`src/rtl/core/cwmd_pkg.sv`:
```
// shared types and constants of the calibrated window motion detector
// no dependencies
`default_nettype none

package cwmd_pkg;

   localparam int SENS_WIDTH     = 15;
   localparam int CAL_WIDTH      = 10;
   localparam int CSR_ADDR_WIDTH = 4;
   localparam int CSR_DATA_WIDTH = 16;
   localparam int NUM_LANES      = 3;

   localparam logic [CSR_ADDR_WIDTH-1:0] CSR_SENSITIVITY = CSR_ADDR_WIDTH'(0);
   localparam logic [CSR_ADDR_WIDTH-1:0] CSR_CAL_LENGTH  = CSR_ADDR_WIDTH'(1);

   localparam logic [SENS_WIDTH-1:0] SENS_RESET    = SENS_WIDTH'(64);
   localparam logic [CAL_WIDTH-1:0]  CAL_LEN_RESET = CAL_WIDTH'(100);

   // control shared by all lanes for one accepted sample
   typedef struct packed {
      logic learn;
      logic first;
   } lane_ctrl_type;

   // what the lanes found, handed to the merge stage
   typedef struct packed {
      logic                 load;
      logic                 calibrating;
      logic [NUM_LANES-1:0] moved;
   } merge_in_type;

endpackage

`default_nettype wire

```
`src/rtl/core/cwmd_lane.sv`:
```
// one axis lane: running min/max during calibration, window compare after
// depends on cwmd_pkg
`default_nettype none

module cwmd_lane #(
   parameter int SAMPLE_WIDTH = 16
) (
   input  wire                                   clock,
   input  wire                                   reset,
   input  wire cwmd_pkg::lane_ctrl_type          ctrl,
   input  wire logic signed [SAMPLE_WIDTH-1:0]   sample,
   input  wire logic [cwmd_pkg::SENS_WIDTH-1:0]  sensitivity,
   output logic                                  moved
);

   // wide enough for extreme plus or minus margin without overflow
   localparam int WIDE_W =
      ((SAMPLE_WIDTH > cwmd_pkg::SENS_WIDTH) ? SAMPLE_WIDTH : cwmd_pkg::SENS_WIDTH + 1) + 1;

   logic signed [SAMPLE_WIDTH-1:0] low_ff, low_in;
   logic signed [SAMPLE_WIDTH-1:0] high_ff, high_in;
   logic signed [WIDE_W-1:0]       sample_w, upper_w, lower_w, margin_w;

   always_comb begin
      low_in  = low_ff;
      high_in = high_ff;
      if (ctrl.learn) begin
         if (ctrl.first || (sample < low_ff)) begin
            low_in = sample;
         end
         if (ctrl.first || (sample > high_ff)) begin
            high_in = sample;
         end
      end
   end

   always_ff @(posedge clock) begin
      if (reset) begin
         low_ff  <= '0;
         high_ff <= '0;
      end else begin
         low_ff  <= low_in;
         high_ff <= high_in;
      end
   end

   always_comb begin
      sample_w = {{(WIDE_W-SAMPLE_WIDTH){sample[SAMPLE_WIDTH-1]}}, sample};
      margin_w = {{(WIDE_W-cwmd_pkg::SENS_WIDTH){1'b0}}, sensitivity};
      upper_w  = {{(WIDE_W-SAMPLE_WIDTH){high_ff[SAMPLE_WIDTH-1]}}, high_ff} + margin_w;
      lower_w  = {{(WIDE_W-SAMPLE_WIDTH){low_ff[SAMPLE_WIDTH-1]}}, low_ff} - margin_w;
      moved    = (sample_w > upper_w) || (sample_w < lower_w);
   end

endmodule

`default_nettype wire

```
`src/rtl/core/cwmd_merge.sv`:
```
// merge stage: combines lane flags into the alarm and holds the result register
// depends on cwmd_pkg
`default_nettype none

module cwmd_merge (
   input  wire                        clock,
   input  wire                        reset,
   input  wire cwmd_pkg::merge_in_type found,
   input  wire                        rsp_ready,
   output logic                       slot_free,
   output logic                       rsp_valid,
   output logic                       rsp_calibrating,
   output logic                       rsp_moved_x,
   output logic                       rsp_moved_y,
   output logic                       rsp_moved_z,
   output logic                       rsp_alarm
);

   logic                           valid_ff, valid_in;
   logic                           calibrating_ff;
   logic [cwmd_pkg::NUM_LANES-1:0] moved_ff, moved_in;
   logic                           alarm_ff;

   assign slot_free = !valid_ff || rsp_ready;

   always_comb begin
      valid_in = valid_ff;
      if (found.load) begin
         valid_in = 1'b1;
      end else if (rsp_ready) begin
         valid_in = 1'b0;
      end
      // flags are meaningless while learning the window
      moved_in = found.calibrating ? '0 : found.moved;
   end

   always_ff @(posedge clock) begin
      if (reset) begin
         valid_ff <= 1'b0;
      end else begin
         valid_ff <= valid_in;
      end
   end

   always_ff @(posedge clock) begin
      if (found.load) begin
         calibrating_ff <= found.calibrating;
         moved_ff       <= moved_in;
         alarm_ff       <= |moved_in;
      end
   end

   assign rsp_valid       = valid_ff;
   assign rsp_calibrating = calibrating_ff;
   assign rsp_moved_x     = moved_ff[0];
   assign rsp_moved_y     = moved_ff[1];
   assign rsp_moved_z     = moved_ff[2];
   assign rsp_alarm       = alarm_ff;

endmodule

`default_nettype wire

```
`src/rtl/core/calibrated_window_motion_detector_top.sv`:
```
// top level of the calibrated window motion detector: registers, calibration
// control, three axis lanes and the merge stage; depends on cwmd_pkg,
// cwmd_lane and cwmd_merge
//
//   channel   direction  handshake             payload
//   req       in         req_valid/req_ready   req_accel_x/y/z
//   rsp       out        rsp_valid/rsp_ready   rsp_calibrating, rsp_moved_x/y/z, rsp_alarm
//   csr       in         csr_valid/csr_ready   csr_index, csr_wdata
//
// one sample per cycle unless rsp stalls; a result lands in the merge stage's
// output register in the cycle after its transfer; all three lanes update
// min/max and compare the window on transfer. a sample is taken when the
// output register is empty or being emptied, so rsp stalls back up to req
// after one held result. reset is synchronous; no clearing pass is needed.
`default_nettype none

module calibrated_window_motion_detector_top #(
   parameter int SAMPLE_WIDTH = 16
) (
   input  wire                                      clock,
   input  wire                                      reset,
   input  wire                                      req_valid,
   output logic                                     req_ready,
   input  wire logic signed [SAMPLE_WIDTH-1:0]      req_accel_x,
   input  wire logic signed [SAMPLE_WIDTH-1:0]      req_accel_y,
   input  wire logic signed [SAMPLE_WIDTH-1:0]      req_accel_z,
   output logic                                     rsp_valid,
   input  wire                                      rsp_ready,
   output logic                                     rsp_calibrating,
   output logic                                     rsp_moved_x,
   output logic                                     rsp_moved_y,
   output logic                                     rsp_moved_z,
   output logic                                     rsp_alarm,
   input  wire                                      csr_valid,
   output logic                                     csr_ready,
   input  wire logic [cwmd_pkg::CSR_ADDR_WIDTH-1:0] csr_index,
   input  wire logic [cwmd_pkg::CSR_DATA_WIDTH-1:0] csr_wdata
);

   logic [cwmd_pkg::SENS_WIDTH-1:0] sens_ff, sens_in;
   logic [cwmd_pkg::CAL_WIDTH-1:0]  cal_len_ff, cal_len_in;
   logic [cwmd_pkg::CAL_WIDTH-1:0]  seen_ff, seen_in, seen_next, len_eff;
   logic                            calibrated_ff, calibrated_in;
   logic                            accept, slot_free;
   cwmd_pkg::lane_ctrl_type         lane_ctrl;
   cwmd_pkg::merge_in_type          found;
   logic [cwmd_pkg::NUM_LANES-1:0]  moved;

   assign csr_ready = 1'b1;
   assign req_ready = slot_free;
   assign accept    = req_valid && slot_free;

   always_comb begin
      sens_in    = sens_ff;
      cal_len_in = cal_len_ff;
      if (csr_valid) begin
         case (csr_index)
            cwmd_pkg::CSR_SENSITIVITY: sens_in    = csr_wdata[cwmd_pkg::SENS_WIDTH-1:0];
            cwmd_pkg::CSR_CAL_LENGTH:  cal_len_in = csr_wdata[cwmd_pkg::CAL_WIDTH-1:0];
            default: ;
         endcase
      end
   end

   always_comb begin
      // zero length counts as one sample
      len_eff   = (cal_len_ff == '0) ? cwmd_pkg::CAL_WIDTH'(1) : cal_len_ff;
      seen_next = (seen_ff == '1) ? seen_ff : seen_ff + cwmd_pkg::CAL_WIDTH'(1);
      seen_in       = seen_ff;
      calibrated_in = calibrated_ff;
      if (accept && !calibrated_ff) begin
         seen_in = seen_next;
         if (seen_next >= len_eff) begin
            calibrated_in = 1'b1;
         end
      end
      lane_ctrl.learn = accept && !calibrated_ff;
      lane_ctrl.first = (seen_ff == '0);
   end

   always_ff @(posedge clock) begin
      if (reset) begin
         sens_ff       <= cwmd_pkg::SENS_RESET;
         cal_len_ff    <= cwmd_pkg::CAL_LEN_RESET;
         seen_ff       <= '0;
         calibrated_ff <= 1'b0;
      end else begin
         sens_ff       <= sens_in;
         cal_len_ff    <= cal_len_in;
         seen_ff       <= seen_in;
         calibrated_ff <= calibrated_in;
      end
   end

   cwmd_lane #(.SAMPLE_WIDTH(SAMPLE_WIDTH)) u_lane_x (
      .clock(clock), .reset(reset), .ctrl(lane_ctrl),
      .sample(req_accel_x), .sensitivity(sens_ff), .moved(moved[0])
   );

   cwmd_lane #(.SAMPLE_WIDTH(SAMPLE_WIDTH)) u_lane_y (
      .clock(clock), .reset(reset), .ctrl(lane_ctrl),
      .sample(req_accel_y), .sensitivity(sens_ff), .moved(moved[1])
   );

   cwmd_lane #(.SAMPLE_WIDTH(SAMPLE_WIDTH)) u_lane_z (
      .clock(clock), .reset(reset), .ctrl(lane_ctrl),
      .sample(req_accel_z), .sensitivity(sens_ff), .moved(moved[2])
   );

   always_comb begin
      found.load        = accept;
      found.calibrating = !calibrated_ff;
      found.moved       = moved;
   end

   cwmd_merge u_merge (
      .clock(clock),
      .reset(reset),
      .found(found),
      .rsp_ready(rsp_ready),
      .slot_free(slot_free),
      .rsp_valid(rsp_valid),
      .rsp_calibrating(rsp_calibrating),
      .rsp_moved_x(rsp_moved_x),
      .rsp_moved_y(rsp_moved_y),
      .rsp_moved_z(rsp_moved_z),
      .rsp_alarm(rsp_alarm)
   );

endmodule

`default_nettype wire

```
`config.mk`:
```
export PLATFORM = sky130hd
export DESIGN_NAME = calibrated_window_motion_detector_top
export DESIGN_NICKNAME = d
export VERILOG_FILES = /design/src/rtl/core/cwmd_pkg.sv /design/src/rtl/core/cwmd_lane.sv /design/src/rtl/core/cwmd_merge.sv /design/src/rtl/core/calibrated_window_motion_detector_top.sv
export SDC_FILE = /design/constraint.sdc
export NUM_CORES = 1
export LEC_CHECK = 0
export ABC_CLOCK_PERIOD_IN_PS = 8800
export BUFFER_PORTS_ARGS = -buffer_cell sky130_fd_sc_hd__buf_4
export CAP_MARGIN = 20
export CORE_ASPECT_RATIO = 1.5
export CORE_MARGIN = 2
export CORE_UTILIZATION = 46
export CTS_BUF_LIST = sky130_fd_sc_hd__clkbuf_8
export CTS_CLUSTER_DIAMETER = 50
export DETAILED_ROUTE_END_ITERATION = 10
export SYNTH_ARGS = -nofsm -noshare
export SYNTH_HDL_FRONTEND = slang
export SYNTH_SLANG_ARGS = --single-unit
```
`constraint.sdc`:
```
create_clock -name clock -period 8.8 [get_ports clock]
set_clock_uncertainty 0.05 [all_clocks]
set_input_delay 1.76 -clock clock [delete_from_list [all_inputs] [get_ports clock]]
set_output_delay 1.76 -clock clock [all_outputs]
set_load 0.005 [all_outputs]
```
==> results of run 1 <==
layout make-up:
cell class	count	area [um^2]
fillers	3142	15600
multi-input cells	1457	11100
flip-flops and latches	138	2810
repair buffers	89	676
inverters	162	608
well taps	410	513
clock buffers	17	234
clock inverters	15	174
how the worst max path moves through the flow:
stage,start,endpoint,slack (ns),depth (start not counted)
after floorplan,sens_ff[0]$_SDFFE_PP0P_,u_merge.rsp_alarm$_DFFE_PP_,4.39,17
after global placement,sens_ff[0]$_SDFFE_PP0P_,u_merge.rsp_alarm$_DFFE_PP_,3.48,17
after detailed placement,sens_ff[0]$_SDFFE_PP0P_,u_merge.rsp_alarm$_DFFE_PP_,3.36,17
after CTS,sens_ff[0]$_SDFFE_PP0P_,u_merge.rsp_alarm$_DFFE_PP_,3.36,17
after global routing,sens_ff[0]$_SDFFE_PP0P_,u_merge.rsp_alarm$_DFFE_PP_,3.10,17
final,sens_ff[0]$_SDFFE_PP0P_,u_merge.rsp_alarm$_DFFE_PP_,3.43,17
registers in the layout, summed over array words and instances, names as in the netlist, 3 cells and up:
name / flops
u_lane_x.high_ff: 16
u_lane_x.low_ff: 16
u_lane_y.high_ff: 16
u_lane_y.low_ff: 16
u_lane_z.high_ff: 16
u_lane_z.low_ff: 16
sens_ff: 15
cal_len_ff: 10
seen_ff: 10
u_merge.moved_ff: 3
cells in the mapped netlist (all sizes together), types with 36 or more instances:
cell / instances
xor2: 43
a21o: 68
o21ai: 72
inv: 161
mux2i: 92
xnor2: 40
clkbuf: 43
a21oi: 143
nor2: 101
nand2: 160
nor3: 69
dfxtp: 133
ha: 294
nand3: 36
power by group through the flow:
stage	combinational (mW)	sequential, mW	clock [mW]
global route	1.13	0.726	0.615
detailed placement	0.987	0.734	0
global placement	0.962	0.733	0
CTS	0.994	0.719	0.596
floorplan	0.753	0.717	0
finish	0.996	0.720	0.581
per-layer routing:
layer | GRT usage (%) | up-vias | share of wire (%) | wire, um
met2 | 48.5 | 235 | 52 | 22300
li1 | - | 6687 | - | -
met4 | 9.71 | 0 | 3.2 | 1410
met5 | 0 | - | 0 | 0
met3 | 3.10 | 62 | 3.2 | 1370
met1 | 30.1 | 6387 | 42 | 18200
kinds of logic (layout without fill, tap and decap cells):
kind of cell	count (synthesis)	after routing	share of synthesized area, %
buf+inv	216	283	5.90
xor+xnor	83	83	4.91
simple gates	549	549	18.5
flops	138	138	19.0
fa+ha+maj	300	300	25.7
mux	92	92	6.22
compound gates	432	432	19.7
other cells	1	1	0.0253
critical path, stage by stage (launching register included):
cell and delay, ns:
sky130_fd_sc_hd__dfxtp_1 0.54, sky130_fd_sc_hd__ha_1 0.35, sky130_fd_sc_hd__fa_1 0.42, sky130_fd_sc_hd__a21o_1 0.18, sky130_fd_sc_hd__a21o_1 0.24, sky130_fd_sc_hd__a2111oi_4 0.39, sky130_fd_sc_hd__o31ai_1 0.17, sky130_fd_sc_hd__o41ai_2 0.32
sky130_fd_sc_hd__o21ai_1 0.16, sky130_fd_sc_hd__o21ai_1 0.18, sky130_fd_sc_hd__o31ai_1 0.10, sky130_fd_sc_hd__ha_1 0.29, sky130_fd_sc_hd__a21o_1 0.18, sky130_fd_sc_hd__a2111oi_0 0.62, sky130_fd_sc_hd__nand4b_1 0.15, sky130_fd_sc_hd__o21ai_0 0.31
sky130_fd_sc_hd__a31oi_1 0.15, sky130_fd_sc_hd__or3_1 0.31
==> impl_metrics.tcl, run 1 <==
set metrics [dict create \
    final_core_util_pct 50.9 \
    slew_viol_final 0 \
    dpl.hpwl_um 33400 \
    initial_antenna_violation_count 0 \
    worst_pin_slew_ns 1.11 \
    grt_remaining_overflow 0 \
    io-pin-count 81 \
    timing_limited_maximum_frequency_mhz 186 \
    cts_tree "done" \
    yosys.area.top_type "sky130_fd_sc_hd__ha_1" \
    cts_made_buffers 17 \
    grt_max_degree 70 \
    placedCellCount 2255 \
    total_negative_setup_slacks_ns 0 \
    data_required_time_of_the_worst_path_ns 9.02 \
    switching_share_pct 40.0 \
    detailed_route_wire_length_um 43300 \
    drive_gt1_share_pct 8.73 \
    initial_utilization_pct 46.6 \
    syn-num-nets 2184 \
    worst-r2r-cell-count 17 \
    ir_drop_v 0.000101 \
    die_area_um2 33700 \
    clock_tree.htree_level_count 4 \
    grt_pass1_wl_um 68500 \
    setup.worst_path.start_class "flip-flop" \
    clock_sinks 138 \
    async_reset_ff_share_pct 0 \
    ys.flop_type "sky130_fd_sc_hd__dfxtp_1" \
    power.density_nw_per_um2 142 \
    nets 2238 \
    core_area_um2 31700 \
    final-hold-violation-count 0 \
    clock_tree.root_cell "sky130_fd_sc_hd__clkbuf_8" \
    std_cell_rows 80 \
    fin_total_pwr_mw 2.30 \
    switching_power_uw 919 \
    timing.hold.ws_ns 0.430 \
    edff_count_synth 5 \
    headroom_to_the_max_slew_limit_pct 25.7 \
    synth_area_um2 14800 \
    postCtsSetupBuffers 0 \
    period_needed_ns 5.37 \
    clock_path_buffers 2 \
    fin_cells 2288 \
    hold_start "u_lane_z.high_ff[4]$_SDFFE_PP0P_" \
    path_clk_slew_ns 0.10 \
    antenna_cells 0 \
    power_leakage_nw 7.29 \
    share_clk_of_total_power_pct 25.3 \
    route.detailed.drc 0 \
    power.combinational.fraction_pct 43.4 \
    timing.hold.worst.class "flip-flop to flip-flop" \
    power.sequential.fraction_pct 31.3 \
    post_place_cell_area_um2 15700 \
    die_h_um 224 \
    path_max_fanout 7 \
    area.growth.synth_to_final_pct 9.13 \
    reg2reg_to "u_merge.rsp_alarm$_DFFE_PP_" \
    synth_top_area_share_pct 24.9 \
    critPathArrivalTime_ns 5.59 \
    routabilityCongestion 0.866 \
    detailroute.via_count 13400 \
    ant_nets 0 \
    cell_internal_power_mw 1.38 \
    placement.io_buffers 78 \
    number_of_distinct_library_cell_variants_in_the_gate_level_netlist_after_synthesis 79 \
    synth_seq_cells 138 \
    syn-mean-instance-area_um2 8.17 \
    route.detailed.wl_per_inst_um 18.9 \
    maxCapViolCount 0 \
    whs_endpoint "u_lane_z.high_ff[4]$_SDFFE_PP0P_" \
    setup_slack_of_the_most_critical_reg_to_reg_path_ns 3.43 \
    worst_skew_pair.late_latency_ns 0.52 \
    endpoint_kind "flip-flop" \
    setup_violations 0 \
    worstReg2RegStart "sens_ff[0]$_SDFFE_PP0P_" \
    drt_iter0_markers 557 \
    grt_setup_unrepaired "false" \
    syn_inst 1811 \
    firstDrtPassIters 5 \
    run_status "finished, final reports clean" \
    leading_cell_types_in_the_layout_fill_and_taps_excluded "sky130_fd_sc_hd__ha_1, sky130_fd_sc_hd__inv_1, sky130_fd_sc_hd__nand2_1" \
    setup.worst_path.class "flip-flop to flip-flop" \
    worst_hold_path_depth 2 \
    vias_in_the_first_global_route 13200 \
    cts-hold-fix-buffers 0 \
    final_design_area_no_fill_um2 16200 \
    worst_slack_placed_ns 3.36 \
    synth-warning-count 0 \
    gr-usage-all-layers_pct 26.1 \
    period_utilization_pct 61.0 \
    post_cts_resize_count 0 \
    layout_commonest_cell "sky130_fd_sc_hd__ha_1" \
    vias_per_cell 5.84 \
    synth.area.top_cells "sky130_fd_sc_hd__ha_1, sky130_fd_sc_hd__dfxtp_1, sky130_fd_sc_hd__mux2i_1, sky130_fd_sc_hd__a21oi_1, sky130_fd_sc_hd__inv_1" \
    layout_setup_ws_ns 3.43 \
    seq_area_frac_synth_pct 19.0 \
    horiz_die_dim_um 150 \
]
Note: power is estimated with default switching activity, not from simulation.
==> run 2, diff against run 1 <==
- ABC_CLOCK_PERIOD_IN_PS: 8800 -> 5000
- clock period: 8.8 -> 5 ns (I/O delays scaled with it)
==> run 2 against run 1 <==
Sequential power increased by 76%. Flip-flop and latch count stayed put. First-iteration DRC count increased by 2.7%. Die area did not move. Core utilization grew 0.30 points. Via count about the same. Largest power group unchanged. Hold slack improved by 0.0036 ns. Non-clock buffer count up 18.
==> impl_metrics.tcl, run 2 (synthesis results as in run 1) <==
set metrics [dict create \
    horiz_die_dim_um 150 \
    layout_commonest_cell "sky130_fd_sc_hd__ha_1" \
    antenna_cells 0 \
    cpLargestDelayFamily "compound AO/OA/AOI/OAI gates" \
    headroom_to_the_max_slew_limit_pct 37.1 \
    crit_path_cell_trace "ha_1, fa_1, a21o_1, a21o_1, a2111oi_4, o31ai_1, o41ai_2, o21ai_1, o21ai_1, o31ai_1, ha_1, a21o_1, a2111oi_2, nand4b_1, o21ai_1, a31oi_1, or3_1" \
    period_utilization_pct 94.1 \
    endpoint_kind "flip-flop" \
    detailroute.via_count 13400 \
    gr-usage-all-layers_pct 26.7 \
    clock_sinks 138 \
    setup.worst_path.class "flip-flop to flip-flop" \
    vias_in_the_first_global_route 13400 \
    ant_nets 0 \
    maxCapViolCount 0 \
    run_status "finished, final reports clean" \
    cts_tree "done" \
    switching_power_mw 1.57 \
    final_design_area_no_fill_um2 16200 \
    initial_antenna_violation_count 1 \
    path_max_fanout 3 \
    crit_buf_inv 0 \
    worst_skew_pair.late_latency_ns 0.52 \
    share_clk_of_total_power_pct 22.9 \
    timing.hold.ws_ns 0.433 \
    setup_violations 0 \
    die_area_um2 33700 \
    final-hold-violation-count 0 \
    critPathSlowestCell "sky130_fd_sc_hd__a2111oi_2" \
    slew_viol_final 0 \
    placement.io_buffers 78 \
    final_core_util_pct 51.2 \
    die_h_um 224 \
    timing_limited_maximum_frequency_mhz 212 \
    std_cell_rows 80 \
    grt_max_degree 64 \
    initial_utilization_pct 46.6 \
    total_negative_setup_slacks_ns 0 \
    post_place_cell_area_um2 15800 \
    path_clk_slew_ns 0.09 \
    grt_remaining_overflow 0 \
    firstDrtPassIters 5 \
    route.detailed.drc 0 \
    grt_setup_unrepaired "false" \
    setup.worst_path.start_class "flip-flop" \
    power.density_nw_per_um2 242 \
    core_area_um2 31700 \
    period_needed_ns 4.71 \
    clock_path_buffers 2 \
    power_leakage_nw 7.35 \
    power.sequential.fraction_pct 32.3 \
    leading_cell_types_in_the_layout_fill_and_taps_excluded "sky130_fd_sc_hd__ha_1, sky130_fd_sc_hd__inv_1, sky130_fd_sc_hd__nand2_1" \
    dpl.hpwl_um 34300 \
    switching_share_pct 39.8 \
    route.detailed.wl_per_inst_um 19.0 \
    critPathArrivalTime_ns 4.93 \
    worst_pin_slew_ns 0.942 \
    cp_slowest_stage_delay_ns 0.43 \
    cts_made_buffers 17 \
    data_required_time_of_the_worst_path_ns 5.22 \
    timing.hold.worst.class "flip-flop to flip-flop" \
    ir_drop_v 0.000178 \
    drive_gt1_share_pct 9.60 \
    io-pin-count 81 \
    nets 2256 \
    clock_tree.root_cell "sky130_fd_sc_hd__clkbuf_8" \
    area.growth.synth_to_final_pct 9.78 \
    vias_per_cell 5.81 \
    grt_pass1_wl_um 69400 \
    cell_internal_power_mw 2.37 \
    power.combinational.fraction_pct 44.8 \
    detailed_route_wire_length_um 43800 \
    routabilityCongestion 0.864 \
    clock_tree.htree_level_count 4 \
    drt_iter0_markers 572 \
]
run 2: changes by cell type in the layout (fill, tap and decap cells not counted), sizes merged:
cell      change
clkbuf        +1
inv           -9
clkinvlp      +6
clkinv        +2
buf          +18
bufinv        -1
run 2: what timing repair did:
item,in CTS,in global routing
resized for setup,0,5
setup endpoints to repair,0,1
hold buffers,0,0
buffers inserted,0,3
run 2: worst paths after layout:
path | slack, ns | cells past startpoint | start | end
max | 0.29 | 17 | u_lane_z.high_ff[0]$_SDFFE_PP0P_ | u_merge.rsp_alarm$_DFFE_PP_
min | 0.43 | 2 | u_lane_z.high_ff[15]$_SDFFE_PP0P_ | u_lane_z.high_ff[15]$_SDFFE_PP0P_
max reg2reg | 0.29 | 17 | u_lane_z.high_ff[0]$_SDFFE_PP0P_ | u_merge.rsp_alarm$_DFFE_PP_
min reg2reg | 0.43 | 2 | u_lane_z.high_ff[15]$_SDFFE_PP0P_ | u_lane_z.high_ff[15]$_SDFFE_PP0P_
run 2: worst min-delay path, stage by stage, from the launching register on:
cell                      delay [ns]
sky130_fd_sc_hd__dfxtp_1        0.33
sky130_fd_sc_hd__nand2_1        0.06
sky130_fd_sc_hd__mux2i_1        0.05
run 2: metal layers:
| metal | up-vias | part of all wire [%] | global-route usage (%) | wire length [um] |
|---|---|---|---|---|
| li1 | 6715 | - | - | - |
| met2 | 240 | 50 | 47.2 | 21800 |
| met4 | 0 | 5.2 | 13.9 | 2280 |
| met5 | - | 0 | 0 | 0 |
| met1 | 6334 | 41 | 30.7 | 18000 |
| met3 | 92 | 4.0 | 3.67 | 1750 |
run 2: cell type report:
| cell class | instances | area, um^2 |
|---|---|---|
| fill | 3061 | 15500 |
| multi-input combinational | 1457 | 11100 |
| sequential | 138 | 2810 |
| timing repair buffer | 107 | 811 |
| inverter | 162 | 612 |
| tap | 410 | 513 |
| clock buffer | 18 | 248 |
| clock inverter | 13 | 110 |
run 2: power groups by stage:
stage | sequential, mW | combinational [mW] | clock (mW)
2_1_floorplan | 1.26 | 1.33 | 0
3_3_place_gp | 1.29 | 1.70 | 0
6_report | 1.27 | 1.76 | 0.902
5_1_grt | 1.28 | 2.01 | 0.965
4_1_cts | 1.27 | 1.75 | 0.929
3_5_place_dp | 1.29 | 1.74 | 0
run 2: per-stage QoR:
stage          worst slack (ns)  power (mW)  std cells
6_report                  0.293        3.93       2305
5_1_grt                 0.00321        4.26       2305
4_1_cts                   0.109        3.95       2301
3_5_place_dp              0.131        3.04       2270
3_3_place_gp              0.219        2.99       2270
2_1_floorplan             0.591        2.59       1811
==> run 3, diff against run 2 <==
- ABC_CLOCK_PERIOD_IN_PS: 5000 -> 5600
- SETUP_SLACK_MARGIN: unset -> 0.3
- clock period: 5 -> 5.6 ns (I/O delays scaled with it)
==> run 3 against run 2 <==
Total power is 6.8% lower. Count of clock-buffer cells in the layout is 1 lower. Cell area hardly changed. Critical path type unchanged. Die area stayed put. Critical path depth is 1 higher. First-iteration DRC count is 12% higher. Combinational power is 11% lower. Hold slack better by 0.0055 ns. Sequential share of layout area hardly changed.
==> impl_metrics.tcl, run 3 (synthesis results as in run 1) <==
set metrics [dict create \
    cts-hold-fix-buffers 0 \
    critPathArrivalTime_ns 5.37 \
    cell_internal_power_mw 2.22 \
    cts_tree "done" \
    post_place_cell_area_um2 15800 \
    timing.hold.ws_ns 0.439 \
    final_core_util_pct 51.2 \
    cts_made_buffers 17 \
    firstDrtPassIters 5 \
    route.detailed.drc 0 \
    initial_antenna_violation_count 0 \
    dpl.hpwl_um 33800 \
    nets 2245 \
    layout_commonest_cell "sky130_fd_sc_hd__ha_1" \
    grt_max_degree 78 \
    timing.hold.worst.class "flip-flop to flip-flop" \
    std_cell_rows 80 \
    vias_in_the_first_global_route 13400 \
    path_max_fanout 8 \
    antenna_cells 0 \
    route.layer.met1.wl_um 18400 \
    power.density_nw_per_um2 226 \
    placement.io_buffers 78 \
    clock_sinks 138 \
    detailroute.via_count 13400 \
    path_clk_slew_ns 0.10 \
    setup.worst_path.class "flip-flop to flip-flop" \
    vias_per_cell 5.85 \
    die_area_um2 33700 \
    timing_limited_maximum_frequency_mhz 199 \
    grt_setup_unrepaired "false" \
    worst_pin_slew_ns 0.895 \
    drive_gt1_share_pct 9.07 \
    area.growth.synth_to_final_pct 9.74 \
    initial_utilization_pct 46.6 \
    clock_path_buffers 2 \
    io-pin-count 81 \
    route.detailed.wl_per_inst_um 19.0 \
    clock_tree.htree_level_count 4 \
    drt_iter0_markers 642 \
    dr_wl_met2_um 22200 \
    detailed_route_wire_length_um 43500 \
    data_required_time_of_the_worst_path_ns 5.95 \
    final-hold-violation-count 0 \
    clock_tree.root_cell "sky130_fd_sc_hd__clkbuf_8" \
    power.combinational.fraction_pct 42.7 \
    maxCapViolCount 0 \
    worst_skew_pair.late_latency_ns 0.53 \
    power.sequential.fraction_pct 30.9 \
    grt_pass1_wl_um 69600 \
    final_design_area_no_fill_um2 16200 \
    ir_drop_v 0.000163 \
    slew_viol_final 0 \
    share_clk_of_total_power_pct 26.4 \
    setup.worst_path.start_class "flip-flop" \
    gr-usage-all-layers_pct 26.5 \
    ant_nets 0 \
    switching_power_mw 1.45 \
    horiz_die_dim_um 150 \
    core_area_um2 31700 \
    leading_cell_types_in_the_layout_fill_and_taps_excluded "sky130_fd_sc_hd__ha_1, sky130_fd_sc_hd__inv_1, sky130_fd_sc_hd__nand2_1" \
    nFillCells 3150 \
    die_h_um 224 \
    power_leakage_nw 7.35 \
    headroom_to_the_max_slew_limit_pct 40.3 \
    met3_wirelength_um 1340 \
    period_needed_ns 5.02 \
    run_status "finished, final reports clean" \
    switching_share_pct 39.6 \
    period_utilization_pct 89.6 \
    routabilityCongestion 0.898 \
    setup_violations 0 \
    total_negative_setup_slacks_ns 0 \
    fin_total_pwr_mw 3.67 \
    route.top_layer_used "met4" \
    grt_remaining_overflow 0 \
    endpoint_kind "flip-flop" \
    post_cts_resize_count 0 \
    postCtsSetupBuffers 0 \
]
-- run 3: cell types whose count changed in the layout (fill, tap and decap cells not counted), sizes merged --
cell | before | now
clkinvlp | 7 | 0
clkbuf | 18 | 17
buf | 107 | 96
bufinv | 1 | 3
clkinv | 4 | 2
inv | 163 | 172
-- run 3: final timing paths --
kind / startpoint / end / slack, ns / depth (start not counted)
hold reg to reg: u_lane_z.high_ff[6]$_SDFFE_PP0P_ / u_lane_z.high_ff[6]$_SDFFE_PP0P_ / 0.44 / 2
setup reg to reg: sens_ff[1]$_SDFFE_PP0P_ / u_merge.rsp_alarm$_DFFE_PP_ / 0.58 / 18
setup / recovery: sens_ff[1]$_SDFFE_PP0P_ / u_merge.rsp_alarm$_DFFE_PP_ / 0.58 / 18
hold / removal: u_lane_z.high_ff[6]$_SDFFE_PP0P_ / u_lane_z.high_ff[6]$_SDFFE_PP0P_ / 0.44 / 2
-- run 3: final cells by class --
type                    count  area [um^2]  share of cell area, %
clock inverters            15          199                   1.22
clock buffers              17          234                   1.44
well taps                 410          513                   3.16
repair buffers             96          741                   4.56
inverters                 162          608                   3.74
multi-input cells        1457        11100                   68.6
flip-flops and latches    138         2810                   17.3
-- run 3: per-stage QoR --
| stage | worst slack, ns | cells |
|---|---|---|
| after floorplan | 1.19 | 1811 |
| after global placement | 0.654 | 2261 |
| after detailed placement | 0.618 | 2261 |
| after CTS | 0.610 | 2293 |
| after global routing | 0.309 | 2295 |
| final | 0.581 | 2295 |
-- run 3: worst max-delay path: stages, from the launching register on --
cell                        delay (ns)
sky130_fd_sc_hd__dfxtp_1          0.63
sky130_fd_sc_hd__inv_1            0.43
sky130_fd_sc_hd__fa_1             0.55
sky130_fd_sc_hd__nor2b_1          0.12
sky130_fd_sc_hd__o21a_1           0.14
sky130_fd_sc_hd__o21ai_0          0.13
sky130_fd_sc_hd__a21oi_1          0.22
sky130_fd_sc_hd__nand4_1          0.16
sky130_fd_sc_hd__a31oi_1          0.27
sky130_fd_sc_hd__xnor2_1          0.12
sky130_fd_sc_hd__ha_1             0.31
sky130_fd_sc_hd__nand4_1          0.15
sky130_fd_sc_hd__nor4_1           0.41
sky130_fd_sc_hd__a221oi_1         0.20
sky130_fd_sc_hd__o2111ai_1        0.23
sky130_fd_sc_hd__a21oi_1          0.06
sky130_fd_sc_hd__a221o_1          0.29
sky130_fd_sc_hd__a21oi_1          0.28
sky130_fd_sc_hd__or3_1            0.16
-- run 3: power groups by stage --
| stage | sequential, mW | combinational [mW] | clock [mW] |
|---|---|---|---|
| 2_1_floorplan | 1.13 | 1.18 | 0 |
| 3_3_place_gp | 1.15 | 1.51 | 0 |
| 3_5_place_dp | 1.15 | 1.55 | 0 |
| 4_1_cts | 1.13 | 1.56 | 0.992 |
| 5_1_grt | 1.14 | 1.78 | 1.03 |
| 6_report | 1.13 | 1.57 | 0.969 |
-- run 3: metal layers --
metal / vias to the layer above / track usage (%)
met4: 0 / 10.7
li1: 6688 / -
met3: 74 / 3.03
met2: 220 / 48.6
met5: - / 0
met1: 6449 / 30.8
